[src/design/imu_complementary_tilt_filter_macros.svh]
// ============================================================================
// Assertion macros for the complementary tilt filter
// Shared property wrappers; compiled out when NO_ASSERTIONS is defined.
// ============================================================================
`ifndef IMU_COMPLEMENTARY_TILT_FILTER_MACROS_SVH
`define IMU_COMPLEMENTARY_TILT_FILTER_MACROS_SVH

`ifndef NO_ASSERTIONS

// Consequent must hold in the same cycle as the antecedent.
`define ICTF_ASSERT_NOW(lbl, clk, rst_n, ante, cons) \
    lbl: assert property (@(posedge clk) disable iff (!rst_n) (ante) |-> (cons)) \
        else $error("ictf: same-cycle check failed");

// Consequent must hold in the cycle after the antecedent.
`define ICTF_ASSERT_NEXT(lbl, clk, rst_n, ante, cons) \
    lbl: assert property (@(posedge clk) disable iff (!rst_n) (ante) |=> (cons)) \
        else $error("ictf: next-cycle check failed");

`else

`define ICTF_ASSERT_NOW(lbl, clk, rst_n, ante, cons)
`define ICTF_ASSERT_NEXT(lbl, clk, rst_n, ante, cons)

`endif

`endif

[src/design/ictf_pkg.sv]
// ============================================================================
// ictf_pkg
// Widths, types, constants and the arctangent table of the tilt filter.
// ============================================================================
package ictf_pkg;

    // Stream and register port widths
    localparam int IN_W        = 16;
    localparam int IN_TDATA_W  = 5 * IN_W;
    localparam int ANG_W       = 24;
    localparam int OUT_TDATA_W = 2 * ANG_W;
    localparam int APB_ADDR_W  = 3;
    localparam int APB_DATA_W  = 32;
    localparam int CFG_W       = 16;

    // Register indexes, decoded from address bit 2
    localparam logic REG_GYRO_SCALE   = 1'b0;
    localparam logic REG_BLEND_WEIGHT = 1'b1;

    localparam logic [CFG_W-1:0] GYRO_SCALE_RST   = 16'd1311;
    localparam logic [CFG_W-1:0] BLEND_WEIGHT_RST = 16'd64225;

    // Square root unit
    localparam int SUM_W      = 32;
    localparam int ROOT_W     = 16;
    localparam int SQRT_ITER  = 16;
    localparam int SQRT_CNT_W = 4;

    // CORDIC unit
    localparam int TABLE_LEN  = 24;
    localparam int TBL_IDX_W  = 5;
    localparam int CIN_W      = 18;
    localparam int XY_W       = 34;
    localparam int Z_W        = 26;
    localparam int PRE_SHIFT  = 14;
    localparam int Q16_FRAC   = 16;

    // Shared multiplier and blend datapath
    localparam int MUL_A_W = 17;
    localparam int MUL_B_W = 20;
    localparam int MUL_P_W = MUL_A_W + MUL_B_W;
    localparam int G_W     = 37;
    localparam int D_W     = 38;
    localparam int D_LO_W  = 19;
    localparam int MIX_W   = 56;

    localparam int ANG_MAX = 8388607;
    localparam int ANG_MIN = -8388608;

    typedef logic signed [Z_W-1:0]   t_angle;
    typedef logic signed [CIN_W-1:0] t_cordic_in;
    typedef logic signed [ANG_W-1:0] t_est;

    // atan(2^-i) in degrees, Q.16
    function automatic t_angle atan_q16(input logic [TBL_IDX_W-1:0] idx);
        t_angle v;
        unique case (idx)
            5'd0:    v = 26'sd2949120;
            5'd1:    v = 26'sd1740967;
            5'd2:    v = 26'sd919879;
            5'd3:    v = 26'sd466945;
            5'd4:    v = 26'sd234379;
            5'd5:    v = 26'sd117304;
            5'd6:    v = 26'sd58666;
            5'd7:    v = 26'sd29335;
            5'd8:    v = 26'sd14668;
            5'd9:    v = 26'sd7334;
            5'd10:   v = 26'sd3667;
            5'd11:   v = 26'sd1833;
            5'd12:   v = 26'sd917;
            5'd13:   v = 26'sd458;
            5'd14:   v = 26'sd229;
            5'd15:   v = 26'sd115;
            5'd16:   v = 26'sd57;
            5'd17:   v = 26'sd29;
            5'd18:   v = 26'sd14;
            5'd19:   v = 26'sd7;
            5'd20:   v = 26'sd4;
            5'd21:   v = 26'sd2;
            5'd22:   v = 26'sd1;
            default: v = '0;
        endcase
        return v;
    endfunction

endpackage

[src/design/ictf_isqrt.sv]
// ============================================================================
// ictf_isqrt
// Floor integer square root of a 32-bit value, two radicand bits per cycle.
// ============================================================================
module ictf_isqrt (
    input  logic                         i_clk,
    input  logic                         i_rst_n,
    input  logic                         i_start,
    input  logic [ictf_pkg::SUM_W-1:0]   i_value,
    output logic                         o_done,
    output logic [ictf_pkg::ROOT_W-1:0]  o_root
);
    import ictf_pkg::*;

    localparam logic [SQRT_CNT_W-1:0] LAST = SQRT_CNT_W'(SQRT_ITER - 1);

    logic [SUM_W-1:0]      r_v;
    logic [SUM_W-1:0]      r_res;
    logic [SUM_W-1:0]      r_bit;
    logic [SQRT_CNT_W-1:0] r_cnt;
    logic                  r_busy;
    logic                  r_done;
    logic [SUM_W-1:0]      w_trial;

    // Trial subtrahend for the current bit pair
    assign w_trial = r_res + r_bit;

    // One restoring step per cycle
    always_ff @(posedge i_clk) begin
        if (!i_rst_n) begin
            r_busy <= 1'b0;
            r_done <= 1'b0;
            r_cnt  <= '0;
        end else begin
            r_done <= 1'b0;
            if (i_start) begin
                r_v    <= i_value;
                r_res  <= '0;
                r_bit  <= SUM_W'(1) << (SUM_W - 2);
                r_cnt  <= '0;
                r_busy <= 1'b1;
            end else if (r_busy) begin
                if (r_v >= w_trial) begin
                    r_v   <= r_v - w_trial;
                    r_res <= (r_res >> 1) + r_bit;
                end else begin
                    r_res <= r_res >> 1;
                end
                r_bit <= r_bit >> 2;
                r_cnt <= r_cnt + SQRT_CNT_W'(1);
                if (r_cnt == LAST) begin
                    r_busy <= 1'b0;
                    r_done <= 1'b1;
                end
            end
        end
    end

    assign o_done = r_done;
    assign o_root = r_res[ROOT_W-1:0];

endmodule

[src/design/ictf_cordic.sv]
// ============================================================================
// ictf_cordic
// Iterative CORDIC vectoring unit returning atan2(y, x) in Q.16 degrees.
// ============================================================================
module ictf_cordic #(
    parameter int CORDIC_STEPS = 16
) (
    input  logic                     i_clk,
    input  logic                     i_rst_n,
    input  logic                     i_start,
    input  ictf_pkg::t_cordic_in     i_y,
    input  ictf_pkg::t_cordic_in     i_x,
    output logic                     o_done,
    output ictf_pkg::t_angle         o_angle
);
    import ictf_pkg::*;

    localparam int NSTEPS = (CORDIC_STEPS < TABLE_LEN) ? CORDIC_STEPS : TABLE_LEN;
    localparam logic [TBL_IDX_W-1:0] LAST = TBL_IDX_W'(NSTEPS - 1);
    localparam t_angle QUARTER_TURN = Z_W'(90 * 65536);

    logic signed [XY_W-1:0] r_x;
    logic signed [XY_W-1:0] r_y;
    t_angle                 r_z;
    logic [TBL_IDX_W-1:0]   r_cnt;
    logic                   r_busy;
    logic                   r_done;

    logic signed [XY_W-1:0] w_xs_in;
    logic signed [XY_W-1:0] w_ys_in;
    logic signed [XY_W-1:0] w_x0;
    logic signed [XY_W-1:0] w_y0;
    t_angle                 w_z0;
    logic                   w_zero;
    logic signed [XY_W-1:0] w_xs;
    logic signed [XY_W-1:0] w_ys;

    // Scale the operands and turn a left-half-plane vector by a quarter turn
    always_comb begin
        w_xs_in = XY_W'(i_x) <<< PRE_SHIFT;
        w_ys_in = XY_W'(i_y) <<< PRE_SHIFT;
        w_x0    = w_xs_in;
        w_y0    = w_ys_in;
        w_z0    = '0;
        if (i_x[CIN_W-1]) begin
            if (!i_y[CIN_W-1]) begin
                w_x0 = w_ys_in;
                w_y0 = -w_xs_in;
                w_z0 = QUARTER_TURN;
            end else begin
                w_x0 = -w_ys_in;
                w_y0 = w_xs_in;
                w_z0 = -QUARTER_TURN;
            end
        end
    end

    assign w_zero = (i_x == '0) && (i_y == '0);

    // Floor shifts of the current vector
    assign w_xs = r_x >>> r_cnt;
    assign w_ys = r_y >>> r_cnt;

    // Micro-rotation sequencer: one step per cycle toward y = 0
    always_ff @(posedge i_clk) begin
        if (!i_rst_n) begin
            r_busy <= 1'b0;
            r_done <= 1'b0;
            r_cnt  <= '0;
        end else begin
            r_done <= 1'b0;
            if (i_start) begin
                r_cnt <= '0;
                if (w_zero) begin
                    r_z    <= '0;
                    r_done <= 1'b1;
                end else begin
                    r_x    <= w_x0;
                    r_y    <= w_y0;
                    r_z    <= w_z0;
                    r_busy <= 1'b1;
                end
            end else if (r_busy) begin
                if (!r_y[XY_W-1]) begin
                    r_x <= r_x + w_ys;
                    r_y <= r_y - w_xs;
                    r_z <= r_z + atan_q16(r_cnt);
                end else begin
                    r_x <= r_x - w_ys;
                    r_y <= r_y + w_xs;
                    r_z <= r_z - atan_q16(r_cnt);
                end
                r_cnt <= r_cnt + TBL_IDX_W'(1);
                if (r_cnt == LAST) begin
                    r_busy <= 1'b0;
                    r_done <= 1'b1;
                end
            end
        end
    end

    assign o_done  = r_done;
    assign o_angle = r_z;

endmodule

[src/design/imu_complementary_tilt_filter.sv]
// A new sample is taken only in idle, once the previous result is in the output
// register; the shared CORDIC unit runs the roll vectoring and then, once the
// square root is known, the pitch vectoring.
// Reset (synchronous, active low) clears both angle estimates, the sequencer
// and the output valid, and loads the register defaults.
// ============================================================================
// imu_complementary_tilt_filter
// Complementary pitch/roll filter: accelerometer tilt by CORDIC, blended
// with the gyro-integrated estimate under a shared multiplier and sequencer.
// ============================================================================
`include "imu_complementary_tilt_filter_macros.svh"

module imu_complementary_tilt_filter #(
    parameter int CORDIC_STEPS    = 16,
    parameter int ANGLE_FRAC_BITS = 8
) (
    input  logic                              i_clk,
    input  logic                              i_rst_n,
    // Sample request
    input  logic                              s_axis_tvalid,
    output logic                              s_axis_tready,
    // accel_x, accel_y, accel_z, gyro_x, gyro_y (16 bits each, lowest first)
    input  logic [ictf_pkg::IN_TDATA_W-1:0]   s_axis_tdata,
    // Result request
    output logic                              m_axis_tvalid,
    input  logic                              m_axis_tready,
    // pitch_angle, roll_angle (24 bits each, lowest first)
    output logic [ictf_pkg::OUT_TDATA_W-1:0]  m_axis_tdata,
    // Register port
    input  logic                              psel,
    input  logic                              penable,
    input  logic                              pwrite,
    input  logic [ictf_pkg::APB_ADDR_W-1:0]   paddr,
    input  logic [ictf_pkg::APB_DATA_W-1:0]   pwdata,
    output logic [ictf_pkg::APB_DATA_W-1:0]   prdata,
    output logic                              pready
);
    import ictf_pkg::*;

    // Sequencer states
    localparam logic [2:0] S_IDLE  = 3'd0;
    localparam logic [2:0] S_MUL   = 3'd1;
    localparam logic [2:0] S_ROOT  = 3'd2;
    localparam logic [2:0] S_PITCH = 3'd3;
    localparam logic [2:0] S_DIFF  = 3'd4;
    localparam logic [2:0] S_BLEND = 3'd5;
    localparam logic [2:0] S_ROUND = 3'd6;

    // Multiplier operations, {blend phase, step}
    localparam logic [2:0] MOP_AX_SQ    = 3'd0;
    localparam logic [2:0] MOP_AZ_SQ    = 3'd1;
    localparam logic [2:0] MOP_GY_SCALE = 3'd2;
    localparam logic [2:0] MOP_GX_SCALE = 3'd3;
    localparam logic [2:0] MOP_DL_PITCH = 3'd4;
    localparam logic [2:0] MOP_DH_PITCH = 3'd5;
    localparam logic [2:0] MOP_DL_ROLL  = 3'd6;
    localparam logic [2:0] MOP_DH_ROLL  = 3'd7;

    localparam logic [2:0] MAC_LAST = 3'd4;

    localparam int GYRO_SHIFT = Q16_FRAC - ANGLE_FRAC_BITS;
    localparam int RND_SH     = 2 * Q16_FRAC - ANGLE_FRAC_BITS;
    localparam logic signed [MIX_W-1:0] RND_HALF = MIX_W'(1) <<< (RND_SH - 1);
    localparam logic signed [MIX_W-1:0] SAT_HI   = MIX_W'(ANG_MAX);
    localparam logic signed [MIX_W-1:0] SAT_LO   = MIX_W'(ANG_MIN);

    // Clamp a rounded blend result to the estimate range
    function automatic t_est sat_angle(input logic signed [MIX_W-1:0] v);
        t_est res;
        priority if (v > SAT_HI) begin
            res = t_est'(ANG_MAX);
        end else if (v < SAT_LO) begin
            res = t_est'(ANG_MIN);
        end else begin
            res = v[ANG_W-1:0];
        end
        return res;
    endfunction

    logic [2:0]               r_state;
    logic [2:0]               n_state;
    logic [2:0]               r_cnt;
    logic [2:0]               n_cnt;
    logic                     r_start;
    logic                     r_root_ok;
    logic                     r_roll_ok;
    logic                     r_out_valid;
    logic [CFG_W-1:0]         r_gyro_scale;
    logic [CFG_W-1:0]         r_blend_weight;
    t_est                     r_pitch_est;
    t_est                     r_roll_est;

    logic signed [IN_W-1:0]   r_ax;
    logic signed [IN_W-1:0]   r_ay;
    logic signed [IN_W-1:0]   r_az;
    logic signed [IN_W-1:0]   r_gx;
    logic signed [IN_W-1:0]   r_gy;
    logic signed [MUL_P_W-1:0] r_prod;
    logic [SUM_W-1:0]         r_sum;
    logic signed [G_W-1:0]    r_gterm_p;
    logic signed [G_W-1:0]    r_gterm_r;
    t_angle                   r_acc_p;
    t_angle                   r_acc_r;
    logic signed [D_W-1:0]    r_diff_p;
    logic signed [D_W-1:0]    r_diff_r;
    logic signed [MIX_W-1:0]  r_mix_p;
    logic signed [MIX_W-1:0]  r_mix_r;
    t_est                     r_out_pitch;
    t_est                     r_out_roll;

    logic [2:0]               w_mop;
    logic signed [MUL_A_W-1:0] w_mul_a;
    logic signed [MUL_B_W-1:0] w_mul_b;
    logic                     w_cordic_done;
    t_angle                   w_angle;
    t_cordic_in               w_cy;
    t_cordic_in               w_cx;
    logic                     w_root_done;
    logic [ROOT_W-1:0]        w_root;
    logic                     w_out_free;
    logic                     w_accept;
    logic                     w_cfg_wr;
    logic signed [MIX_W-1:0]  w_pitch_sh;
    logic signed [MIX_W-1:0]  w_roll_sh;
    t_est                     w_pitch_new;
    t_est                     w_roll_new;

    // Handshakes
    assign s_axis_tready = (r_state == S_IDLE);
    assign w_accept      = s_axis_tvalid && s_axis_tready;
    assign w_out_free    = !r_out_valid || m_axis_tready;
    assign w_cfg_wr      = psel && penable && pwrite && pready;
    assign pready        = 1'b1;

    // Register read-back
    always_comb begin
        prdata = '0;
        if (paddr[1:0] == 2'b00) begin
            unique case (paddr[2])
                REG_GYRO_SCALE:   prdata = APB_DATA_W'(r_gyro_scale);
                REG_BLEND_WEIGHT: prdata = APB_DATA_W'(r_blend_weight);
            endcase
        end
    end

    // Sequencer next state
    always_comb begin
        n_state = r_state;
        n_cnt   = r_cnt;
        unique case (r_state)
            S_IDLE: begin
                if (s_axis_tvalid) begin
                    n_state = S_MUL;
                    n_cnt   = '0;
                end
            end
            S_MUL: begin
                n_cnt = r_cnt + 3'd1;
                if (r_cnt == MAC_LAST) begin
                    n_state = S_ROOT;
                    n_cnt   = '0;
                end
            end
            S_ROOT: begin
                if ((r_roll_ok || w_cordic_done) && (r_root_ok || w_root_done)) begin
                    n_state = S_PITCH;
                end
            end
            S_PITCH: begin
                if (w_cordic_done) begin
                    n_state = S_DIFF;
                end
            end
            S_DIFF: begin
                n_state = S_BLEND;
                n_cnt   = '0;
            end
            S_BLEND: begin
                n_cnt = r_cnt + 3'd1;
                if (r_cnt == MAC_LAST) begin
                    n_state = S_ROUND;
                    n_cnt   = '0;
                end
            end
            S_ROUND: begin
                if (w_out_free) begin
                    n_state = S_IDLE;
                end
            end
            default: begin
                n_state = S_IDLE;
            end
        endcase
    end

    // Control and architectural state
    always_ff @(posedge i_clk) begin
        if (!i_rst_n) begin
            r_state        <= S_IDLE;
            r_cnt          <= '0;
            r_start        <= 1'b0;
            r_root_ok      <= 1'b0;
            r_roll_ok      <= 1'b0;
            r_out_valid    <= 1'b0;
            r_gyro_scale   <= GYRO_SCALE_RST;
            r_blend_weight <= BLEND_WEIGHT_RST;
            r_pitch_est    <= '0;
            r_roll_est     <= '0;
        end else begin
            r_state   <= n_state;
            r_cnt     <= n_cnt;
            r_start   <= (n_state != r_state) && ((n_state == S_ROOT) || (n_state == S_PITCH));
            r_root_ok <= (r_state == S_ROOT) && (r_root_ok || w_root_done);
            r_roll_ok <= (r_state == S_ROOT) && (r_roll_ok || w_cordic_done);

            if (w_cfg_wr) begin
                unique case (paddr[2])
                    REG_GYRO_SCALE:   r_gyro_scale   <= pwdata[CFG_W-1:0];
                    REG_BLEND_WEIGHT: r_blend_weight <= pwdata[CFG_W-1:0];
                endcase
            end

            if ((r_state == S_ROUND) && w_out_free) begin
                r_out_valid <= 1'b1;
                r_pitch_est <= w_pitch_new;
                r_roll_est  <= w_roll_new;
            end else if (m_axis_tready) begin
                r_out_valid <= 1'b0;
            end
        end
    end

    // Shared multiplier operand selection
    assign w_mop = {r_state == S_BLEND, r_cnt[1:0]};

    always_comb begin
        unique case (w_mop)
            MOP_AX_SQ: begin
                w_mul_a = MUL_A_W'(r_ax);
                w_mul_b = MUL_B_W'(r_ax);
            end
            MOP_AZ_SQ: begin
                w_mul_a = MUL_A_W'(r_az);
                w_mul_b = MUL_B_W'(r_az);
            end
            MOP_GY_SCALE: begin
                w_mul_a = MUL_A_W'(r_gy);
                w_mul_b = MUL_B_W'(r_gyro_scale);
            end
            MOP_GX_SCALE: begin
                w_mul_a = MUL_A_W'(r_gx);
                w_mul_b = MUL_B_W'(r_gyro_scale);
            end
            MOP_DL_PITCH: begin
                w_mul_a = MUL_A_W'(r_blend_weight);
                w_mul_b = MUL_B_W'(r_diff_p[D_LO_W-1:0]);
            end
            MOP_DH_PITCH: begin
                w_mul_a = MUL_A_W'(r_blend_weight);
                w_mul_b = MUL_B_W'($signed(r_diff_p[D_W-1:D_LO_W]));
            end
            MOP_DL_ROLL: begin
                w_mul_a = MUL_A_W'(r_blend_weight);
                w_mul_b = MUL_B_W'(r_diff_r[D_LO_W-1:0]);
            end
            MOP_DH_ROLL: begin
                w_mul_a = MUL_A_W'(r_blend_weight);
                w_mul_b = MUL_B_W'($signed(r_diff_r[D_W-1:D_LO_W]));
            end
        endcase
    end

    // CORDIC operands: roll vector first, pitch vector once the root is known
    always_comb begin
        if (r_state == S_PITCH) begin
            w_cy = CIN_W'(r_ay);
            w_cx = CIN_W'(w_root);
        end else begin
            w_cy = -CIN_W'(r_ax);
            w_cx = CIN_W'(r_az);
        end
    end

    ictf_isqrt u_isqrt (
        .i_clk   (i_clk),
        .i_rst_n (i_rst_n),
        .i_start (r_start && (r_state == S_ROOT)),
        .i_value (r_sum),
        .o_done  (w_root_done),
        .o_root  (w_root)
    );

    ictf_cordic #(
        .CORDIC_STEPS (CORDIC_STEPS)
    ) u_cordic (
        .i_clk   (i_clk),
        .i_rst_n (i_rst_n),
        .i_start (r_start),
        .i_y     (w_cy),
        .i_x     (w_cx),
        .o_done  (w_cordic_done),
        .o_angle (w_angle)
    );

    // Rounding half up and saturation of both blends
    assign w_pitch_sh  = (r_mix_p + RND_HALF) >>> RND_SH;
    assign w_roll_sh   = (r_mix_r + RND_HALF) >>> RND_SH;
    assign w_pitch_new = sat_angle(w_pitch_sh);
    assign w_roll_new  = sat_angle(w_roll_sh);

    // Datapath registers; the product of each step is registered and used by the following step
    always_ff @(posedge i_clk) begin
        r_prod <= w_mul_a * w_mul_b;

        if (w_accept) begin
            r_ax <= s_axis_tdata[IN_W-1:0];
            r_ay <= s_axis_tdata[2*IN_W-1:IN_W];
            r_az <= s_axis_tdata[3*IN_W-1:2*IN_W];
            r_gx <= s_axis_tdata[4*IN_W-1:3*IN_W];
            r_gy <= s_axis_tdata[5*IN_W-1:4*IN_W];
        end

        if (r_state == S_MUL) begin
            unique case (r_cnt)
                3'd1:    r_sum <= r_prod[SUM_W-1:0];
                3'd2:    r_sum <= r_sum + r_prod[SUM_W-1:0];
                3'd3:    r_gterm_p <= (G_W'(r_pitch_est) <<< GYRO_SHIFT) + G_W'(r_prod);
                3'd4:    r_gterm_r <= (G_W'(r_roll_est) <<< GYRO_SHIFT) + G_W'(r_prod);
                default: ;
            endcase
        end

        if ((r_state == S_ROOT) && w_cordic_done) begin
            r_acc_r <= w_angle;
        end
        if ((r_state == S_PITCH) && w_cordic_done) begin
            r_acc_p <= w_angle;
        end

        // Blend as acc + w*(g - acc), all in Q.32 after the weight
        if (r_state == S_DIFF) begin
            r_diff_p <= D_W'(r_gterm_p) - D_W'(r_acc_p);
            r_diff_r <= D_W'(r_gterm_r) - D_W'(r_acc_r);
            r_mix_p  <= MIX_W'(r_acc_p) <<< Q16_FRAC;
            r_mix_r  <= MIX_W'(r_acc_r) <<< Q16_FRAC;
        end

        if (r_state == S_BLEND) begin
            unique case (r_cnt)
                3'd1:    r_mix_p <= r_mix_p + MIX_W'(r_prod);
                3'd2:    r_mix_p <= r_mix_p + (MIX_W'(r_prod) <<< D_LO_W);
                3'd3:    r_mix_r <= r_mix_r + MIX_W'(r_prod);
                3'd4:    r_mix_r <= r_mix_r + (MIX_W'(r_prod) <<< D_LO_W);
                default: ;
            endcase
        end

        if ((r_state == S_ROUND) && w_out_free) begin
            r_out_pitch <= w_pitch_new;
            r_out_roll  <= w_roll_new;
        end
    end

    assign m_axis_tvalid = r_out_valid;
    assign m_axis_tdata  = {r_out_roll, r_out_pitch};

    // An accepted sample always starts the multiply phase at its first step.
    `ICTF_ASSERT_NEXT(a_accept_starts, i_clk, i_rst_n, w_accept, (r_state == S_MUL) && (r_cnt == 3'd0))
    // The CORDIC unit only finishes while the sequencer waits for it.
    `ICTF_ASSERT_NOW(a_cordic_done_state, i_clk, i_rst_n, w_cordic_done, (r_state == S_ROOT) || (r_state == S_PITCH))
    // The square root only finishes during the root phase.
    `ICTF_ASSERT_NOW(a_root_done_state, i_clk, i_rst_n, w_root_done, r_state == S_ROOT)
    // A finished blend is published and the sequencer returns to idle.
    `ICTF_ASSERT_NEXT(a_round_publishes, i_clk, i_rst_n, (r_state == S_ROUND) && w_out_free, r_out_valid && (r_state == S_IDLE))

endmodule

[config.mk]
export PLATFORM = sky130hd
export DESIGN_NAME = imu_complementary_tilt_filter
export DESIGN_NICKNAME = d
export VERILOG_FILES = /design/src/design/ictf_pkg.sv /design/src/design/ictf_isqrt.sv /design/src/design/ictf_cordic.sv /design/src/design/imu_complementary_tilt_filter.sv
export VERILOG_INCLUDE_DIRS = /design/src /design/src/design
export SDC_FILE = /design/constraint.sdc
export NUM_CORES = 2
export LEC_CHECK = 0
export BUFFER_PORTS_ARGS = -buffer_cell sky130_fd_sc_hd__buf_2
export CORE_ASPECT_RATIO = 1.5
export CORE_MARGIN = 1.5
export CORE_UTILIZATION = 55
export DETAILED_ROUTE_END_ITERATION = 10
export MAX_ROUTING_LAYER = met4
export PLACE_DENSITY = 0.72
export SLEW_MARGIN = 30
export SYNTH_ARGS = -nofsm -noshare
export SYNTH_HDL_FRONTEND = slang
export SYNTH_SLANG_ARGS = --single-unit
[constraint.sdc]
create_clock -name i_clk -period 15.21 [get_ports i_clk]
set_clock_uncertainty 0.15 [all_clocks]
set_input_delay 3.042 -clock i_clk [delete_from_list [all_inputs] [get_ports i_clk]]
set_output_delay 3.042 -clock i_clk [all_outputs]
set_load 0.02 [all_outputs]
==> results.tsv <==
stage	metric	value	unit
layout	mostFrequentLayoutCells	nor2_1, nand2_1, ha_1	
clocking	postCtsHoldBufs	0	
worst_setup_path	worst-setup-path-type	register to register	
hold_path	hp-start	r_blend_weight[11]	
clocking	ctsLongestPathBuffers	3	
clocking	cts_resized	0	
placed_design	numPortBuffers	171	
routing	antenna_left	0	
worst_setup_path	path_buf_inv	7	
yosys	synthFlopType	edfxtp_1	
floorplan	die-area	140000	µm²
layout	nets	9462	
clocking	post-cts-setup-buffers	0	
placed_design	dpl.hpwl	199	mm
yosys	synthCells	8363	
routing	drt-total-wl	254	mm
worst_setup_path	ff2ff_setup_slack	3580	ps
grt	grt-ovfl-total	0	
worst_setup_path	arrival	12050	ps
floorplan	initial_utilization	55.4	%
yosys	yosysUniqueCellTypes	107	
worst_setup_path	crit_slowest_cell	or3_1	
clocking	cts_tree	done	
sta	setup_tns	0	ps
clocking	cts_max_level	3	
sta	worst_slew_margin_rel	24.2	%
worst_setup_path	cpPeakStageDelay	770	ps
routing	drt_iter0_drc	6001	
clocking	clkTransAtPathRegs	60	ps
sta	worst_slew_pin_slew	1130	ps
sta	finalHoldViolations	0	
worst_setup_path	crit_cells	33	
yosys	synth_edf_count	574	
sta	setup_viol	0	
grt	grtUsageTotal	36.9	%
routing	via_count	64900	
yosys	avgSynthCellArea	9.03	µm²
worst_setup_path	critPathMaxFanout	19	
worst_setup_path	cp-end-kind	register	
hold_path	hold_class	register to register	
grt	antenna_found_initial	13	
grt	grt_pass1_wl	380	mm
floorplan	core.rowCount	166	
routing	wire_per_inst	24.8	µm
sta	finalCritPeriodShare	76.5	%
layout	stdcell_count	10200	
worst_setup_path	rr_startpoint	r_state[2]	
sta	fmax	0.0860	GHz
worst_setup_path	crit_path_frequent_cell	fa_1	
yosys	async_flop_share	0	%
clocking	cts_root_buffer	clkbuf_16	
sta	fin_crit	11630	ps
worst_setup_path	required	15620	ps
routing	via_per_inst	6.35	
sta	rsz0062_at_grt	no	
sta	maxSlewViolCount	0	
yosys	yosysWarnings	0	
clocking	clock_latency	720	ps
worst_setup_path	worstSetupStartpointType	register	
worst_setup_path	r2r-end	r_prod[35]	
clocking	cts.sinks	810	
routing	drc_errors	0	
hold_path	min_to	r_blend_weight[11]	
layout	n_fill_cell	11900	
clocking	cts_inserted_buffers	87	
layout	area_growth	7.32	%
grt	grt_pass1_vias	64000	
worst_setup_path	worst-r2r-cell-count	33	
floorplan	coreArea	136000	µm²
layout	drive_gt1_share	7.82	%
placed_design	place_inst	10000	
routing	firstDrtPassIters	7	
floorplan	die_w	306	µm
flow_run	maxCapViolCount	0	
yosys	synth_seq_cells	810	
hold_path	hold_depth	2	
layout	final_common_cell	nor2_1	
yosys	yosysSeqAreaShare	29.1	%
grt	grt_max_degree	90	
placed_design	gp_congestion	1.04	
floorplan	die_h	457	µm
yosys	syn-cell-area	75500	µm²
outcome	outcome	finished, final reports clean	
worst_setup_path	crit_family	simple AND/OR/NAND/NOR gates	
floorplan	ioPinCount	205	
-- worst max path at each step --
stage / slack [ps] / startpoint / endpoint
5_1_grt: 3280 / r_state[2] / r_prod[35]
3_3_place_gp: 4010 / r_state[2] / r_prod[35]
2_1_floorplan: 6670 / r_state[1] / r_prod[35]
3_5_place_dp: 3860 / r_state[2] / r_prod[35]
4_1_cts: 3820 / r_state[2] / r_prod[35]
6_report: 3580 / r_state[2] / r_prod[35]
-- worst register-to-register path, delay by kind of cell (launching register included) --
family | cells | cell delay (ps)
xor+xnor | 1 | 160
fa+ha+maj | 7 | 3310
compound gates | 8 | 1440
flops | 1 | 740
buf+inv | 7 | 1400
simple gates | 10 | 4290
-- registers in the layout, summed over array words and instances (netlist names), 24 cells and up, named ones only --
register / flops
u_cordic.o_angle: 26
r_out_pitch: 24
r_out_roll: 24
u_isqrt.r_res: 32
r_diff_p: 38
u_isqrt.r_v: 32
r_prod: 37
r_gterm_r: 37
r_acc_p: 26
r_mix_p: 56
r_sum: 32
u_cordic.r_y: 34
r_roll_est: 24
u_cordic.r_x: 34
r_diff_r: 38
r_gterm_p: 37
r_pitch_est: 24
r_acc_r: 26
r_mix_r: 56
-- metal layers --
layer / GRT usage (%) / wire (µm) / up-vias
met3: 5.43 / 18000 / 837
met1: 40.6 / 91400 / 31400
met4: 28.2 / 23200 / 0
met2: 60.2 / 121000 / 2647
li1: - / - / 30000
met5: - / 0 / -
-- through the flow --
step	utilization, %	setup WS, ps	hold slack [ps]	cell area [µm²]
floorplan	-	6670	295	75600
global placement	57.1	4010	317	77900
detailed placement	57.1	3860	326	77900
CTS	59.4	3820	334	81000
global route	59.4	3280	359	81100
finish	59.4	3580	332	81100
-- cell type report --
cell class / instances / area (µm²) / share of cell area [%]
Inverter: 576 / 2170 / 2.67
Timing Repair Buffer: 260 / 1530 / 1.89
Sequential cell: 810 / 22000 / 27.1
Clock inverter: 59 / 777 / 0.958
Clock buffer: 103 / 2290 / 2.82
Tap cell: 1764 / 2210 / 2.72
Multi-Input combinational cell: 6637 / 50100 / 61.8
Antenna cell: 11 / 27.5 / 0.0340
-- cells in the mapped netlist (all sizes together), types with 33 or more instances --
cell type / n / area (µm²)
nor2b: 88 / 553
a221oi: 44 / 385
and2: 85 / 534
a21o: 254 / 1910
nor3: 133 / 681
o21a: 64 / 480
mux2: 34 / 387
o21ai: 503 / 2520
nand2: 776 / 2910
clkbuf: 266 / 998
a22oi: 67 / 503
nand3: 164 / 821
inv: 571 / 2140
o211a: 35 / 350
a21boi: 38 / 285
xnor2: 391 / 3430
a31o: 33 / 289
ha: 614 / 7680
or3: 40 / 250
a211oi: 66 / 495
buf: 89 / 546
and3: 98 / 613
o211ai: 75 / 563
a21oi: 617 / 3110
dfxtp: 236 / 4720
nor2: 823 / 3100
or2: 35 / 219
mux4: 80 / 1800
a31oi: 118 / 744
nand2b: 122 / 763
o21bai: 89 / 668
o31ai: 38 / 285
xor2: 251 / 2200
mux2i: 103 / 1030
fa: 354 / 7090
nand4: 65 / 428
edfxtp: 574 / 17200
-- kinds of logic after synthesis --
| logic type | after synthesis | synth area share [%] |
|---|---|---|
| multiplexers | 217 | 4.26 |
| adder cells (fa/ha/maj) | 968 | 19.6 |
| AND/OR/NAND/NOR | 2542 | 15.6 |
| AO/OA/AOI/OAI | 2250 | 19.1 |
| XOR/XNOR | 643 | 7.49 |
| buffers and inverters | 931 | 4.91 |
| other | 2 | 0.00994 |
| flip-flops | 810 | 29.1 |
Power is not shown: default switching activity piles up to over one toggle a cycle in this logic, so the estimate is an artifact.
